<file path="src/design/mrs_pkg.sv">
// Shared types and constants for the RTU slave frame engine.
package mrs_pkg;

    localparam logic [2:0] ST_OK        = 3'd0;
    localparam logic [2:0] ST_BAD_FUNC  = 3'd1;
    localparam logic [2:0] ST_BAD_ADDR  = 3'd2;
    localparam logic [2:0] ST_BAD_VALUE = 3'd3;
    localparam logic [2:0] ST_CRC_ERR   = 3'd4;

    localparam logic [2:0] CFG_ADDR  = 3'd0;
    localparam logic [2:0] CFG_SHORT = 3'd1;
    localparam logic [2:0] CFG_LONG  = 3'd2;
    localparam logic [2:0] CFG_COILS = 3'd3;
    localparam logic [2:0] CFG_INPS  = 3'd4;

    localparam logic [7:0] FC_READ_COILS  = 8'd1;
    localparam logic [7:0] FC_READ_INPUTS = 8'd2;
    localparam logic [7:0] FC_WRITE_ONE   = 8'd5;
    localparam logic [7:0] FC_WRITE_MANY  = 8'd15;

    // One closed frame handed from the receive side to the reply side.
    typedef struct packed {
        logic [7:0][7:0] hdr;
        logic [7:0]      pins;
        logic            crc_bad;
    } t_frame;

    // One response byte with its side-band fields.
    typedef struct packed {
        logic [2:0] status;
        logic [7:0] coils;
        logic       last;
        logic [7:0] data;
    } t_txb;

    function automatic logic [15:0] crc_byte(input logic [15:0] c, input logic [7:0] b);
        logic [15:0] r;
        r = c ^ {8'h00, b};
        for (int k = 0; k < 8; k++) begin
            r = r[0] ? ((r >> 1) ^ 16'hA001) : (r >> 1);
        end
        return r;
    endfunction

endpackage

</file>
<file path="src/design/modbus_rtu_slave_frame_engine_core.sv">
// Top level of the RTU slave frame engine.
// The engine takes one transaction per cycle from the input stream while tready is high:
// a received byte (tuser = 0) or one timer tick (tuser = 1). The receive side times line
// silence, collects a frame and runs its CRC, one byte per cycle while input flows. A
// closing tick that ends a frame with our address and over four bytes passes its header
// to the reply side in the next cycle. The reply side decides the request, updates the
// coils and emits the response at one byte per cycle while m_axis_tready is high (five to
// eight bytes, CRC low byte first), the first byte passing through the frame valid, reply
// and output registers when the reply side is free. A one-frame holding slot sits between
// the two sides: a frame that closes while an earlier reply is still draining waits there,
// and input is stalled only while that slot is occupied. Configuration writes are accepted
// in every cycle and should be made only while no frame or reply is in flight.
module modbus_rtu_slave_frame_engine_core #(
    parameter int MAX_FRAME = 255,
    parameter int PIN_BITS  = 8
) (
    input  logic        i_clk,
    input  logic        i_rst_n,
    input  logic        s_axis_tvalid,
    output logic        s_axis_tready,
    input  logic [15:0] s_axis_tdata,   // rx_byte [7:0], input_pins [15:8]
    input  logic        s_axis_tuser,   // kind
    output logic        m_axis_tvalid,
    input  logic        m_axis_tready,
    output logic [15:0] m_axis_tdata,   // tx_byte [7:0], coil_bits [15:8]
    output logic        m_axis_tlast,
    output logic [2:0]  m_axis_tuser,   // reply_status
    input  logic        i_cfg_valid,
    output logic        o_cfg_ready,
    input  logic [2:0]  i_cfg_index,
    input  logic [15:0] i_cfg_data
);
    logic [7:0]  r_addr;
    logic [15:0] r_short, r_long;
    logic [3:0]  r_nc, r_ni;

    assign o_cfg_ready = 1'b1;
    always_ff @(posedge i_clk) begin
        if (!i_rst_n) begin
            r_addr <= 8'd1; r_short <= 16'd16; r_long <= 16'd40;
            r_nc <= 4'd3; r_ni <= 4'd3;
        end else if (i_cfg_valid) begin
            case (i_cfg_index)
                mrs_pkg::CFG_ADDR:  r_addr  <= i_cfg_data[7:0];
                mrs_pkg::CFG_SHORT: r_short <= i_cfg_data;
                mrs_pkg::CFG_LONG:  r_long  <= i_cfg_data;
                mrs_pkg::CFG_COILS: r_nc    <= i_cfg_data[3:0];
                mrs_pkg::CFG_INPS:  r_ni    <= i_cfg_data[3:0];
                default: ;
            endcase
        end
    end

    logic            w_fv, w_busy;
    mrs_pkg::t_frame w_frame;
    mrs_pkg::t_txb   w_txb;

    // Hold input only while a closed frame already waits behind a draining reply.
    assign s_axis_tready = !w_busy;

    mrs_rx #(.MAX_FRAME(MAX_FRAME), .PIN_BITS(PIN_BITS)) u_rx (
        .i_clk(i_clk), .i_rst_n(i_rst_n),
        .i_item(s_axis_tvalid && s_axis_tready),
        .i_kind(s_axis_tuser), .i_byte(s_axis_tdata[7:0]), .i_pins(s_axis_tdata[15:8]),
        .i_addr(r_addr), .i_gap_short(r_short), .i_gap_long(r_long),
        .o_frame_valid(w_fv), .o_frame(w_frame)
    );

    mrs_exec u_exec (
        .i_clk(i_clk), .i_rst_n(i_rst_n),
        .i_frame_valid(w_fv), .i_frame(w_frame),
        .i_addr(r_addr), .i_coil_count(r_nc), .i_input_count(r_ni),
        .o_busy(w_busy), .o_valid(m_axis_tvalid), .o_txb(w_txb), .i_ready(m_axis_tready)
    );

    assign m_axis_tdata = {w_txb.coils, w_txb.data};
    assign m_axis_tlast = w_txb.last;
    assign m_axis_tuser = w_txb.status;
endmodule

</file>
<file path="src/design/mrs_rx.sv">
// Receive side: bus timing, frame capture and CRC check.
module mrs_rx #(
    parameter int MAX_FRAME = 255,
    parameter int PIN_BITS  = 8
) (
    input  logic                i_clk,
    input  logic                i_rst_n,
    input  logic                i_item,
    input  logic                i_kind,
    input  logic [7:0]          i_byte,
    input  logic [7:0]          i_pins,
    input  logic [7:0]          i_addr,
    input  logic [15:0]         i_gap_short,
    input  logic [15:0]         i_gap_long,
    output logic                o_frame_valid,
    output mrs_pkg::t_frame     o_frame
);
    typedef enum logic [1:0] {PH_WAIT, PH_IDLE, PH_RX} t_phase;

    t_phase          r_phase;
    logic [15:0]     r_gap;
    logic [7:0]      r_cnt;
    logic [7:0][7:0] r_hdr;
    logic [15:0]     r_crc;

    logic [15:0] w_gap_inc;
    logic [7:0]  w_pins;
    logic        w_close;
    assign w_gap_inc = (r_gap == 16'hFFFF) ? r_gap : r_gap + 16'd1;
    assign w_close   = i_item && i_kind && (r_phase == PH_RX) && (w_gap_inc >= i_gap_short);

    always_comb begin
        w_pins = 8'h00;
        for (int i = 0; i < 8; i++) begin
            if (i < PIN_BITS) w_pins[i] = i_pins[i];
        end
    end

    always_ff @(posedge i_clk) begin
        if (!i_rst_n) begin
            r_phase <= PH_WAIT;
            r_gap   <= '0;
            r_cnt   <= '0;
            r_crc   <= 16'hFFFF;
        end else if (i_item) begin
            if (!i_kind) begin
                r_gap <= '0;
                if (r_phase == PH_IDLE) begin
                    r_phase  <= PH_RX;
                    r_hdr[0] <= i_byte;
                    r_cnt    <= 8'd1;
                    r_crc    <= mrs_pkg::crc_byte(16'hFFFF, i_byte);
                end else if (r_phase == PH_RX) begin
                    if (32'(r_cnt) < MAX_FRAME) begin
                        if (r_cnt < 8'd8) r_hdr[r_cnt[2:0]] <= i_byte;
                        r_crc <= mrs_pkg::crc_byte(r_crc, i_byte);
                        r_cnt <= r_cnt + 8'd1;
                    end else begin
                        r_phase <= PH_WAIT;
                        r_cnt   <= '0;
                        r_crc   <= 16'hFFFF;
                    end
                end
            end else if (r_phase != PH_IDLE) begin
                if (w_close) begin
                    r_phase <= PH_WAIT;
                    r_gap   <= '0;
                    r_cnt   <= '0;
                    r_crc   <= 16'hFFFF;
                end else if (r_phase == PH_WAIT && w_gap_inc >= i_gap_long) begin
                    r_phase <= PH_IDLE;
                    r_gap   <= '0;
                end else begin
                    r_gap <= w_gap_inc;
                end
            end
        end
    end

    // Frame closes; hand it over only if it can produce a reply.
    always_ff @(posedge i_clk) begin
        if (!i_rst_n) o_frame_valid <= 1'b0;
        else o_frame_valid <= w_close && (r_cnt > 8'd4) && (r_hdr[0] == i_addr);
    end

    // Header bytes past the received length read as zero.
    always_ff @(posedge i_clk) begin
        for (int i = 0; i < 8; i++) begin
            o_frame.hdr[i] <= (8'(i) < r_cnt) ? r_hdr[i] : 8'h00;
        end
        o_frame.pins    <= w_pins;
        o_frame.crc_bad <= (r_crc != 16'h0000);
    end
endmodule

</file>
<file path="src/design/mrs_exec.sv">
// Reply side: request decode, coil update and response byte generation.
module mrs_exec (
    input  logic             i_clk,
    input  logic             i_rst_n,
    input  logic             i_frame_valid,
    input  mrs_pkg::t_frame  i_frame,
    input  logic [7:0]       i_addr,
    input  logic [3:0]       i_coil_count,
    input  logic [3:0]       i_input_count,
    output logic             o_busy,
    output logic             o_valid,
    output mrs_pkg::t_txb    o_txb,
    input  logic             i_ready
);
    logic [7:0]      r_coils;
    logic [7:0][7:0] r_rep;
    logic [3:0]      r_len;
    logic [3:0]      r_idx;
    logic [2:0]      r_status;
    logic            r_act;
    logic [15:0]     r_crc;
    logic            r_pv;
    mrs_pkg::t_frame r_pend;

    mrs_pkg::t_frame w_cur;
    logic            w_start;
    logic [7:0]  w_fc;
    logic [15:0] w_a, w_q;
    logic [4:0]  w_nc, w_ni, w_lim;
    logic [2:0]  w_st;
    logic [7:0]  w_coils, w_mask, w_src;
    logic [7:0][7:0] w_rep;
    logic [3:0]  w_len;
    logic        w_rng;
    logic [16:0] w_end;

    // A frame that closes while a reply drains waits in the holding slot.
    assign w_cur   = r_pv ? r_pend : i_frame;
    assign w_start = (r_pv || i_frame_valid) && !r_act;

    always_comb begin
        w_fc = w_cur.hdr[1];
        w_a  = {w_cur.hdr[2], w_cur.hdr[3]};
        w_q  = {w_cur.hdr[4], w_cur.hdr[5]};
        w_nc = (i_coil_count > 4'd8) ? 5'd8 : {1'b0, i_coil_count};
        w_ni = (i_input_count > 4'd8) ? 5'd8 : {1'b0, i_input_count};
        w_lim = (w_fc == mrs_pkg::FC_READ_INPUTS) ? w_ni : w_nc;
        w_end = {1'b0, w_a} + {1'b0, w_q};
        w_rng = (w_q != 16'd0) && (w_end <= {12'd0, w_lim});
        w_mask = '0;
        for (int i = 0; i < 8; i++) begin
            if (16'(i) < w_q) w_mask[i] = 1'b1;
        end
        w_src = (w_fc == mrs_pkg::FC_READ_COILS) ? r_coils : w_cur.pins;
        w_coils = r_coils;
        w_st = mrs_pkg::ST_OK;
        w_rep = '0;
        w_rep[0] = i_addr;
        w_len = 4'd6;
        if (w_cur.crc_bad) begin
            w_st = mrs_pkg::ST_CRC_ERR;
        end else if (w_fc != mrs_pkg::FC_READ_COILS && w_fc != mrs_pkg::FC_READ_INPUTS
                     && w_fc != mrs_pkg::FC_WRITE_ONE && w_fc != mrs_pkg::FC_WRITE_MANY) begin
            w_st = mrs_pkg::ST_BAD_FUNC;
        end else if (w_a >= {11'd0, w_lim}) begin
            w_st = mrs_pkg::ST_BAD_ADDR;
        end else if (w_fc == mrs_pkg::FC_READ_COILS || w_fc == mrs_pkg::FC_READ_INPUTS) begin
            if (!w_rng) begin
                w_st = mrs_pkg::ST_BAD_VALUE;
            end else begin
                w_rep[1] = w_fc;
                w_rep[2] = 8'd1;
                w_rep[3] = (w_src >> w_a[2:0]) & w_mask;
                w_len = 4'd4;
            end
        end else if (w_fc == mrs_pkg::FC_WRITE_ONE) begin
            if (w_q == 16'hFF00) w_coils = r_coils | (8'd1 << w_a[2:0]);
            else if (w_q == 16'h0000) w_coils = r_coils & ~(8'd1 << w_a[2:0]);
            else w_st = mrs_pkg::ST_BAD_VALUE;
        end else begin
            if (!w_rng || w_cur.hdr[6] != 8'((w_q + 16'd7) >> 3)) begin
                w_st = mrs_pkg::ST_BAD_VALUE;
            end else begin
                w_coils = (r_coils & ~(w_mask << w_a[2:0]))
                        | ((w_cur.hdr[7] << w_a[2:0]) & (w_mask << w_a[2:0]));
            end
        end
        if (w_st == mrs_pkg::ST_OK && w_len == 4'd6) begin
            for (int i = 1; i < 6; i++) w_rep[i] = w_cur.hdr[i];
        end
        if (w_st != mrs_pkg::ST_OK) begin
            w_rep[1] = w_fc + 8'h80;
            w_rep[2] = {5'd0, w_st};
            w_len = 4'd3;
        end
    end

    // Reply bytes stream one a cycle while i_ready allows; the CRC runs alongside the data bytes.
    logic       w_take;
    logic [7:0] w_byte;
    assign w_take = o_valid && i_ready;
    always_comb begin
        if (r_idx < r_len) w_byte = r_rep[r_idx[2:0]];
        else if (r_idx == r_len) w_byte = r_crc[7:0];
        else w_byte = r_crc[15:8];
    end
    assign o_busy = r_pv;

    always_ff @(posedge i_clk) begin
        if (!i_rst_n) begin
            r_coils <= '0;
            r_act   <= 1'b0;
            r_pv    <= 1'b0;
            o_valid <= 1'b0;
        end else begin
            if (i_frame_valid && !w_start) begin
                r_pv   <= 1'b1;
                r_pend <= i_frame;
            end
            if (w_start) begin
                r_pv     <= 1'b0;
                r_coils  <= w_coils;
                r_rep    <= w_rep;
                r_len    <= w_len;
                r_status <= w_st;
                r_idx    <= '0;
                r_crc    <= 16'hFFFF;
                r_act    <= 1'b1;
                if (w_take) o_valid <= 1'b0;
            end else if (r_act && (!o_valid || w_take)) begin
                o_valid        <= 1'b1;
                o_txb.data     <= w_byte;
                o_txb.last     <= (r_idx == r_len + 4'd1);
                o_txb.coils    <= r_coils;
                o_txb.status   <= r_status;
                if (r_idx < r_len) r_crc <= mrs_pkg::crc_byte(r_crc, w_byte);
                r_idx <= r_idx + 4'd1;
                if (r_idx == r_len + 4'd1) r_act <= 1'b0;
            end else if (w_take) begin
                o_valid <= 1'b0;
            end
        end
    end
endmodule

</file>
<file path="config.mk">
export PLATFORM = sky130hd
export DESIGN_NAME = modbus_rtu_slave_frame_engine_core
export DESIGN_NICKNAME = d
export VERILOG_FILES = /design/src/design/mrs_pkg.sv /design/src/design/modbus_rtu_slave_frame_engine_core.sv /design/src/design/mrs_rx.sv /design/src/design/mrs_exec.sv
export SDC_FILE = /design/constraint.sdc
export NUM_CORES = 1
export LEC_CHECK = 0
export CELL_PAD_IN_SITES_DETAIL_PLACEMENT = 0
export CELL_PAD_IN_SITES_GLOBAL_PLACEMENT = 1
export CORE_UTILIZATION = 47
export CTS_CLUSTER_SIZE = 24
export DETAILED_ROUTE_END_ITERATION = 16
export DONT_BUFFER_PORTS = 1
export PLACE_DENSITY_LB_ADDON = 0.2
export SLEW_MARGIN = 40
export SYNTH_ARGS = -nofsm -noshare
export SYNTH_HDL_FRONTEND = slang
export SYNTH_HIERARCHICAL = 1
export SYNTH_SLANG_ARGS = --single-unit
</file>
<file path="constraint.sdc">
create_clock -name i_clk -period 4.7 [get_ports i_clk]
set_clock_uncertainty 0.05 [all_clocks]
set_input_delay 0.47 -clock i_clk [delete_from_list [all_inputs] [get_ports i_clk]]
set_output_delay 0.47 -clock i_clk [all_outputs]
set_load 0.005 [all_outputs]
</file>
**Word level (Yosys, flattened, before mapping)**

Cells that the tools add are included.

- Word-level logic and storage cells: 331
- Output and inout port bits: 23
- Bits in registers: 407
- Input bits: 41

- Reduce and logical (&&, ||, !) cells: 58
- Add/subtract/negate cells: 7
- Shift-type cells: 4
- Bitwise operators: 43
- Magnitude comparators: 29
- Multiplexer cells: 106
- Equality and inequality tests: 27

Operator list:

| cell | count |
|---|---|
| $mux 16 | 37 |
| $mux 8 | 19 |
| $mux 24 | 6 |
| $mux 73 | 1 |
| $not 2->3 | 24 |
| $bwmux 64 | 1 |
| $lt 3x16->1 const A | 4 |
| $and 8x8->8 | 4 |
| $eq 16x16->1 const B | 2 |
| $ge 16x16->1 | 2 |
| $lt 1x16->1 const A | 2 |
| $lt 2x16->1 const A | 2 |
| $lt 3x8->1 const A | 4 |
| $reduce_bool 16->1 | 2 |
| $xor 16x8->16 | 2 |
| $mux 4 | 7 |
| $bmux 8 s3 | 1 |
| $demux 8 s3 | 1 |
| $mux 2 | 11 |
| $reduce_and 2->1 | 10 |
| $mux 3 | 6 |
| $add 16x16->17 | 1 |
| $le 17x5->1 | 1 |
| $logic_and 1x1->1 | 17 |
| 58 further kinds | 107 |

**Longest topological paths before layout**

Gate-level depths: netlist of run 1.

- Depth in word-level cells: 22
- Depth in mapped cells: 21

**Cells and area by module**

Netlist of run 1, hierarchy kept.

Modules (own cells, without submodules):

| module | area each (um^2) | cells each | times used |
|---|---|---|---|
| mrs_exec | 10239.8 | 891 | 1 |
| mrs_rx | 7483.4 | 684 | 1 |
| modbus_rtu_slave_frame_engine_core | 1895.6 | 189 | 1 |

**Worst setup path after synthesis of run 1**

OpenSTA, ideal clock, no wires.

- Path type: register to register
- Start point: register u_exec.r_pv (netlist: u_exec/o_busy)
- End point: register u_exec/r_rep[26] in the netlist's numbering (data pin)
- Required time: 4.395 ns
- Period minus slack after synthesis: 5.013 ns
- Arrival: 4.708 ns
- Slack: -0.313 ns
- Path buffers: 8
- Setup time: 0.255 ns
- Cell stages (with the launch flop): 20
- Path through: dfxtp_1 buf_6 buf_4 buf_6 buf_4 buf_4 clkbuf_1 buf_1 mux2_2 ha_1 nand2b_1 nand3_1 or4_1 nor3_1 nand4_1 nor4b_4 nand4b_1 or2_1 buf_6 a31o_1

RTL lines:

| what | line | RTL |
|---|---|---|
| start: declaration | mrs_exec.sv:22 | `logic r_pv;` |
| start signal: assignment | mrs_exec.sv:113 | `r_pv <= 1'b0;` |
| start signal: assignment | mrs_exec.sv:117 | `r_pv <= 1'b1;` |
| start signal: assignment | mrs_exec.sv:121 | `r_pv <= 1'b0;` |
| end signal: assignment | mrs_exec.sv:123 | `r_rep <= w_rep;` |
| end: declaration | mrs_exec.sv:16 | `logic [7:0][7:0] r_rep;` |

==> flow_metrics.tcl, run 1 <==
set metrics [dict create \
    die-area_mm2 0.0421 \
    fin_crit_ns 4.34 \
    clkSlewWorstSetupHoldPaths_ns 0.06 \
    final_antenna_net_count 0 \
    slowest_delay_ns 0.47 \
    antenna_found_initial 2 \
    nets 1896 \
    final_cells 2354 \
    clock_path_buffers 3 \
    worst-path-buf-inv 1 \
    initial_core_util_pct 47.6 \
    fin_util_pct 53.8 \
    crit_chain "or3b_2 > nand3b_1 > a21oi_4 > nor3b_1 > a31oi_1 > ha_1 > o21ai_0 > a21oi_1 > o21a_1 > nor3_1 > nand4_1 > nor4b_4 > nand4b_1 > or2_1 > buf_4 > o22ai_1" \
    die_w_um 205 \
    coreArea_mm2 0.0407 \
    num_rows 74 \
    areaGrowthSynthToFinish_pct 12.9 \
    drv_slew 0 \
    cp.arrival_ns 4.71 \
    critPathMaxFanout 9 \
    clkSinkCount 390 \
    gp_congestion 0.906 \
    portBuffers 0 \
    ir_drop_mv 0.200 \
    grt_pass1_vias 13000 \
    power.density_mw_per_mm2 339 \
    cap_violations 0 \
    clk_latency_ns 0.58 \
    status "completed" \
    cp-start-kind "register" \
    cp.required_ns 5.07 \
    setup_ws_ns 0.358 \
    crit_type "register to register" \
    drt_wl_total_mm 49.9 \
    final.period_utilization_pct 92.4 \
    ys_warn_count 6 \
    io_pins 64 \
    cts_buffers 42 \
    setup_violations 0 \
    grt_util_all_layers_pct 23.9 \
    p_leak_uw 0.00807 \
    drtIter0Drc 918 \
    drc 0 \
    timing.hold.ws_ns 0.0320 \
    crit_path_end_kind "register" \
    num_vias 13300 \
    syn_avg_cell_area_um2 11.1 \
    wire_per_inst_um 21.2 \
    rsz0062_at_grt "false" \
    grt.overflow.total 0 \
    relSlewSlack_pct 44.9 \
    dp_hpwl_mm 34.3 \
    worst_pin_slew_ns 0.821 \
    place_inst 2248 \
    fmax_mhz 230 \
    crit_slowest_cell "or3b_2" \
    critical_path.top_delay_family "simple AND/OR/NAND/NOR gates" \
    dp_slack_ns 0.284 \
    grt_pass1_wl_mm 76.3 \
    htreeDepth 2 \
    netlist_instances 1747 \
    via_per_inst 5.64 \
    grt_max_degree 65 \
    tns_ns 0 \
    die_height_um 205 \
    ctsRootBufferMaster "clkbuf_16" \
    synth_area_mm2 0.0194 \
    drive_above_1_share_pct 11.6 \
    drtPass1Iterations 5 \
    hold_viol_final 0 \
    cts_tree "built" \
    hold_class "input pin to register" \
]
-- area by class of cell --
cell class | count | area (um^2)
Timing Repair Buffer | 66 | 594
Multi-Input combinational cell | 1217 | 8830
Clock inverter | 21 | 308
Sequential cell | 390 | 10000
Clock buffer | 57 | 1200
Fill cell | 3588 | 18800
Tap cell | 532 | 666
Inverter | 70 | 265
Antenna cell | 1 | 2.50
-- layer usage --
layer | part of all wire [%] | GRT usage, %
met1 | 46 | 33.0
met5 | 0 | 0
met2 | 47 | 39.1
met3 | 4.1 | 3.60
met4 | 2.2 | 6.40
-- placed cells by master (no fill, tap or decap), drive strengths merged, types with 8 or more instances in the layout --
cell type	instances
ha	67
mux2	36
nor2b	93
mux4	8
nand3	47
and3	18
a32o	8
dfxtp	167
o21a	9
nand4	14
o211ai	16
xor2	29
clkbuf	57
nand2b	27
clkinv	11
edfxtp	223
nand2	173
a21o	15
o22ai	9
nor3	36
o21ai	47
xnor2	70
dlygate4sd3	24
a21oi	80
inv	69
a31oi	12
nor4	18
nor2	92
a211oi	20
nor3b	10
buf	42
and2	16
mux2i	118
-- power breakdown --
part / internal (uW) / switching (uW)
Combinational: 105 / 133
Sequential: 3600 / 14.9
Clock: 2190 / 1380
Total: 5890 / 1530
-- sequential cells by signal (all words and copies together), names as in the netlist, named ones only --
register,flops
r_short,16
u_exec/r_idx,4
r_ni,4
u_rx/o_frame_valid,1
u_exec/r_len,3
r_nc,4
u_exec/r_act,1
u_rx/r_hdr,64
r_addr,8
u_rx/r_phase,2
u_rx/r_gap,16
u_exec/o_valid,1
u_exec/r_pend,65
u_rx/r_cnt,8
u_exec/r_status,3
u_rx/r_crc,16
u_exec/r_rep,48
r_long,16
u_exec/o_txb,20
u_exec/o_busy,1
u_rx/o_frame,65
u_exec/r_crc,16
-- final timing paths --
check | cells after the start | end | slack [ns] | start
hold reg to reg | 0 | u_exec/o_txb[18] | 0.37 | u_exec/r_status[1]
setup / recovery | 16 | u_exec/r_rep[25] | 0.36 | u_rx/o_frame[18]
setup reg to reg | 16 | u_exec/r_rep[25] | 0.36 | u_rx/o_frame[18]
hold / removal | 2 | r_short[4] | 0.03 | i_cfg_data[4]
-- metrics by stage --
| stage | cell area, um^2 | power (uW) |
|---|---|---|
| after floorplan | 19400 | 3850 |
| after global placement | 20000 | 3880 |
| after detailed placement | 20100 | 3880 |
| after CTS | 21900 | 7500 |
| after global routing | 21900 | 7660 |
| final | 21900 | 7430 |
-- repair_timing --
action	in CTS	in global routing
endpoints found under the hold margin	112	0
setup endpoints to repair	0	11
gates resized for setup	0	3
hold buffers	26	0
buffers inserted	0	1
No activity file was read; power rests on OpenSTA's default activity.
==> run 2, diff against run 1 <==
- CORE_ASPECT_RATIO: not set -> 2
==> run 2 against run 1 <==
Against the previous run: clock-buffer cell count down 6; die area up 0.12%; wire length up 5.1%; clock power down 17%; cell count up 0.13%; cell area down 1.4%; setup slack worse by 0.10 ns; non-clock buffer count up 13; via count up 0.23%; critical path type unchanged; critical endpoint is now u_exec/r_rep[31]; largest power group unchanged; highest routed layer unchanged.
==> flow_metrics.tcl, run 2 (same netlist as run 1, synthesis figures left out) <==
set metrics [dict create \
    status "completed" \
    coreArea_mm2 0.0409 \
    cts_buffers 36 \
    fin_crit_ns 4.44 \
    critical_path.top_delay_family "simple AND/OR/NAND/NOR gates" \
    multi_input_area_mm2 0.00878 \
    setup_ws_ns 0.257 \
    final_antenna_net_count 0 \
    worst_pin_slew_ns 0.794 \
    htreeDepth 2 \
    reg2reg_to "u_exec/r_rep[31]" \
    antenna_found_initial 0 \
    clkSlewWorstSetupHoldPaths_ns 0.07 \
    hold_class "input pin to register" \
    p_int_uw 5380 \
    dp_hpwl_mm 39.4 \
    clkSinkCount 390 \
    nets 1903 \
    met1_usage_pct 21.6 \
    ff2ff_setup_slack_ns 0.26 \
    die-area_mm2 0.0422 \
    num_rows 105 \
    relSlewSlack_pct 46.9 \
    drive_above_1_share_pct 11.8 \
    clockPowerShare_pct 43.7 \
    r2r_start "u_exec/r_pend[22]" \
    die_height_um 289 \
    netSwitchingPower_uw 1430 \
    layout_commonest_cell "edfxtp_1" \
    cp.required_ns 5.02 \
    min_path_cells 2 \
    layout_common_cells "223 x edfxtp_1, 172 x nand2_1, 166 x dfxtp_1" \
    grt_util_all_layers_pct 25.1 \
    crit_type "register to register" \
    critPathMaxFanout 10 \
    netSwitchingFraction_pct 21.0 \
    use_met2_pct 51.8 \
    diodes 0 \
    initial_core_util_pct 47.5 \
    gp_congestion 0.926 \
    ir_drop_mv 0.281 \
    portBuffers 0 \
    fin_util_pct 52.9 \
    hp-start "i_rst_n" \
    worst-path-buf-inv 2 \
    fmax_mhz 225 \
    ctsRootBufferMaster "clkbuf_16" \
    p_seq_share_pct 53.0 \
    drc 0 \
    grt_pass1_wl_mm 79.0 \
    num_vias 13300 \
    comb_power_share_pct 3.3 \
    crit_chain "nor4_1 > nand3_1 > a21oi_2 > nor3b_1 > a31o_2 > ha_1 > nand2b_1 > a21oi_1 > nor2b_1 > o21ai_0 > and4b_1 > and2_1 > inv_1 > or2_1 > buf_4 > nor3_1" \
    drtPass1Iterations 5 \
    slowest_delay_ns 0.62 \
    via_per_inst 5.64 \
    drtIter0Drc 465 \
    grt_util_met3_pct 2.74 \
    seq_area_mm2 0.0100 \
    dp_slack_ns 0.166 \
    grt_pass1_vias 13600 \
    setup_violations 0 \
    power.density_mw_per_mm2 315 \
    cp-start-kind "register" \
    final.period_utilization_pct 94.5 \
    p_leak_uw 0.00798 \
    crit_path_end_kind "register" \
    drt_wl_total_mm 52.5 \
    grt_max_degree 115 \
    grt.overflow.total 0 \
    crit_slowest_cell "nor4_1" \
    reg.largest.list "u_exec/r_pend: 65 flops, u_rx/o_frame: 65 flops, u_rx/r_hdr: 64 flops" \
    wire_per_inst_um 22.3 \
    drv_slew 0 \
    clk_latency_ns 0.54 \
    clock_path_buffers 3 \
    reg2regPathDepth 16 \
    hold_viol_final 0 \
    n_fill_cell 3654 \
    die_w_um 146 \
    io_pins 64 \
    areaGrowthSynthToFinish_pct 11.4 \
    cp.arrival_ns 4.76 \
    cts_tree "built" \
    cap_violations 0 \
    top_usage_layer "met2" \
]
run 2: changes by cell type in the layout (fill, tap and decap cells not counted), moves of 4 or more:
cell,previous run,this run
dlygate4sd3_1,24,16
inv_6,1,5
buf_4,37,61
bufinv_16,7,2
clkinvlp_4,4,0
clkbuf_16,44,38
run 2: cell type report:
| class | instances | share of cell area, % |
|---|---|---|
| repair buffers | 79 | 3.05 |
| well taps | 535 | 3.10 |
| multi-input cells | 1217 | 40.6 |
| clock inverters | 15 | 0.672 |
| clock buffers | 51 | 4.86 |
| flip-flops and latches | 390 | 46.5 |
| inverters | 70 | 1.23 |
run 2: routing by layer:
metal	up-vias	routed length, um
li1	6436	-
met4	0	4090
met5	-	0
met3	155	1330
met2	281	30100
met1	6427	16900
run 2: how the worst max path moves through the flow:
stage / startpoint / endpoint / slack, ns / cells past startpoint
after floorplan: u_exec/o_busy / u_exec/r_rep[26] / 0.01 / 20
after global routing: u_rx/r_gap[8] / u_rx/r_gap[7] / -0.03 / 14
after detailed placement: u_rx/r_gap[8] / u_rx/r_gap[5] / 0.17 / 14
final: u_exec/r_pend[22] / u_exec/r_rep[31] / 0.26 / 16
after global placement: u_rx/r_gap[8] / u_rx/r_gap[11] / 0.17 / 14
after CTS: u_rx/r_gap[8] / u_rx/r_gap[7] / 0.15 / 14
run 2: timing repair:
item,4_1_cts,5_1_grt
gates resized for setup,0,2
buffers inserted,0,0
hold endpoints to repair,64,0
setup endpoints to repair,0,14
hold buffers,16,0
run 2: power by group through the flow:
stage	Combinational [uW]	Sequential [uW]	Clock, uW
after global placement	197	3690	0
after global routing	244	3610	3160
after floorplan	171	3680	0
after detailed placement	198	3690	0
after CTS	226	3610	3050
final	225	3610	2980
run 2: through the flow:
| stage | power [uW] | cells | instance area [um^2] | hold slack (ns) | setup TNS, ns |
|---|---|---|---|---|---|
| floorplan | 3850 | 1751 | 19400 | 0.350 | 0 |
| global placement | 3890 | 2275 | 20200 | 0.357 | 0 |
| detailed placement | 3890 | 2275 | 20200 | 0.362 | 0 |
| CTS | 6890 | 2357 | 21600 | 0.00462 | 0 |
| global route | 7020 | 2357 | 21600 | 0.0199 | -0.116 |
| finish | 6820 | 2357 | 21600 | 0.0292 | 0 |
==> run 3, diff against run 2 <==
- PLACE_DENSITY: not set -> 0.74
- PLACE_DENSITY_LB_ADDON: 0.2 -> not set
- clock period: 4.7 -> 4 ns (I/O delays scaled with it)
==> run 3 against run 2 <==
Against the previous run: non-clock buffer count is 94 higher; hold slack worse by 0.014 ns; critical path depth is 1 higher; clock-buffer cell count is 3 higher; total power is 22% higher; die area stayed put; largest cell class unchanged; largest power group unchanged.
==> flow_metrics.tcl, run 3 (same netlist as run 1, synthesis figures left out) <==
set metrics [dict create \
    drc 0 \
    hold_class "input pin to register" \
    multi_input_area_mm2 0.00919 \
    crit_path_end_kind "register" \
    fin_crit_ns 3.97 \
    die_w_um 146 \
    coreArea_mm2 0.0409 \
    power.density_mw_per_mm2 361 \
    grt.overflow.total 0 \
    setup_violations 0 \
    drtIter0Drc 633 \
    slowest_delay_ns 0.39 \
    num_rows 105 \
    drive_above_1_share_pct 19.0 \
    grt_pass1_wl_mm 81.8 \
    dp_hpwl_mm 40.7 \
    areaGrowthSynthToFinish_pct 18.2 \
    rsz0062_at_grt "true" \
    layout_common_cells "223 x edfxtp_1, 170 x nand2_1, 165 x dfxtp_1" \
    clkSlewWorstSetupHoldPaths_ns 0.07 \
    crit_type "register to register" \
    drt_wl_total_mm 54.6 \
    seq_area_mm2 0.0100 \
    place_inst 2345 \
    final_cells 2455 \
    cp.required_ns 4.24 \
    num_vias 13700 \
    ir_drop_mv 0.289 \
    grt_max_degree 89 \
    p_leak_uw 0.00861 \
    cap_violations 0 \
    grt_util_all_layers_pct 26.0 \
    relSlewSlack_pct 50.1 \
    drtPass1Iterations 6 \
    grt_pass1_vias 14200 \
    portBuffers 0 \
    wire_per_inst_um 22.2 \
    die-area_mm2 0.0422 \
    htreeDepth 2 \
    via_per_inst 5.60 \
    reg.largest.list "u_exec/r_pend: 65 flops, u_rx/o_frame: 65 flops, u_rx/r_hdr: 64 flops" \
    clock_path_buffers 3 \
    hold_viol_final 0 \
    cts_tree "built" \
    fin_util_pct 56.1 \
    cts_buffers 37 \
    clkSinkCount 390 \
    tns_ns 0 \
    final_antenna_net_count 0 \
    nets 1998 \
    gp_congestion 0.926 \
    ctsRootBufferMaster "clkbuf_16" \
    critPathMaxFanout 6 \
    worst_pin_slew_ns 0.745 \
    n_fill_cell 3564 \
    clk_latency_ns 0.55 \
    cp.arrival_ns 4.20 \
    fmax_mhz 252 \
    initial_core_util_pct 47.5 \
    antenna_found_initial 1 \
    layout_commonest_cell "edfxtp_1" \
    power.total_uw 8280 \
    timing.hold.ws_ns 0.0150 \
    cp-start-kind "register" \
    status "completed" \
    crit_slowest_cell "dfxtp_4" \
    drv_slew 0 \
    die_height_um 289 \
    crit_chain "mux2_2 > ha_2 > inv_1 > fa_2 > xnor2_1 > buf_4 > ha_1 > o21ai_2 > a21oi_2 > o21a_1 > nor3_2 > nand4_1 > nor4b_4 > buf_4 > nand4_1 > a31oi_4 > o21ai_2" \
    final.period_utilization_pct 99.1 \
    io_pins 64 \
]
run 3: cell count changes in the layout (fill, tap and decap cells not counted), moves of 7 or more:
cell / before / now
buf_4: 61 / 136
dlygate4sd3_1: 16 / 30
ha_1: 67 / 58
ha_4: 0 / 7
mux2i_1: 115 / 108
run 3: timing repair:
action                                 in CTS  in global routing
hold buffers                               31                  0
gates resized for setup                    14                 54
endpoints found under the hold margin     121                  0
pin swaps                                   0                 13
buffers inserted                            0                  9
setup endpoints to repair                  40                 73
run 3: metal layers:
layer	up-vias	GRT usage, %	part of all wire (%)	wire (um)
li1	6608	-	-	-
met5	-	0	0	0
met3	168	3.32	3.2	1740
met4	0	20.2	8.2	4480
met1	6622	21.6	31	17000
met2	344	53.7	57	31300
run 3: worst paths after layout:
| check | startpoint | endpoint | slack (ns) | cells past startpoint |
|---|---|---|---|---|
| hold reg to reg | u_exec/r_status[1] | u_exec/o_txb[18] | 0.37 | 0 |
| hold / removal | i_cfg_data[1] | r_addr[1] | 0.02 | 2 |
| setup / recovery | u_exec/o_busy | u_exec/r_rep[16] | 0.03 | 17 |
| setup reg to reg | u_exec/o_busy | u_exec/r_rep[16] | 0.03 | 17 |
run 3: metrics by stage:
step,worst slack [ns],instance area (um^2)
3_5_place_dp,-0.280,20900
5_1_grt,-0.129,22900
4_1_cts,0.000694,22600
3_3_place_gp,-0.223,20900
2_1_floorplan,-0.192,19600
6_report,0.0348,22900
run 3: report_power, final:
part	internal, uW	switching [uW]
clock	2180	1560
combinational	135	159
sequential	4230	16.5
run 3: worst max-delay path: cells and delay by family, from the launching register on:
| kind | cells | cell delay, ns |
|---|---|---|
| xor gates and xnor gates | 1 | 0.14 |
| DFF | 1 | 0.39 |
| AOI/OAI and AO/OA | 5 | 0.80 |
| buffers and inverters | 3 | 0.38 |
| muxes | 1 | 0.26 |
| adders and majority gates | 3 | 0.86 |
| and+or+nand+nor | 4 | 0.82 |
run 3: final cells by class:
cell class	instances	share of cell area [%]
tap	535	2.92
clock inverter	14	0.622
sequential	390	43.8
multi-input combinational	1217	40.1
antenna	2	0.0218
inverter	70	1.16
timing repair buffer	173	6.31
clock buffer	54	5.10
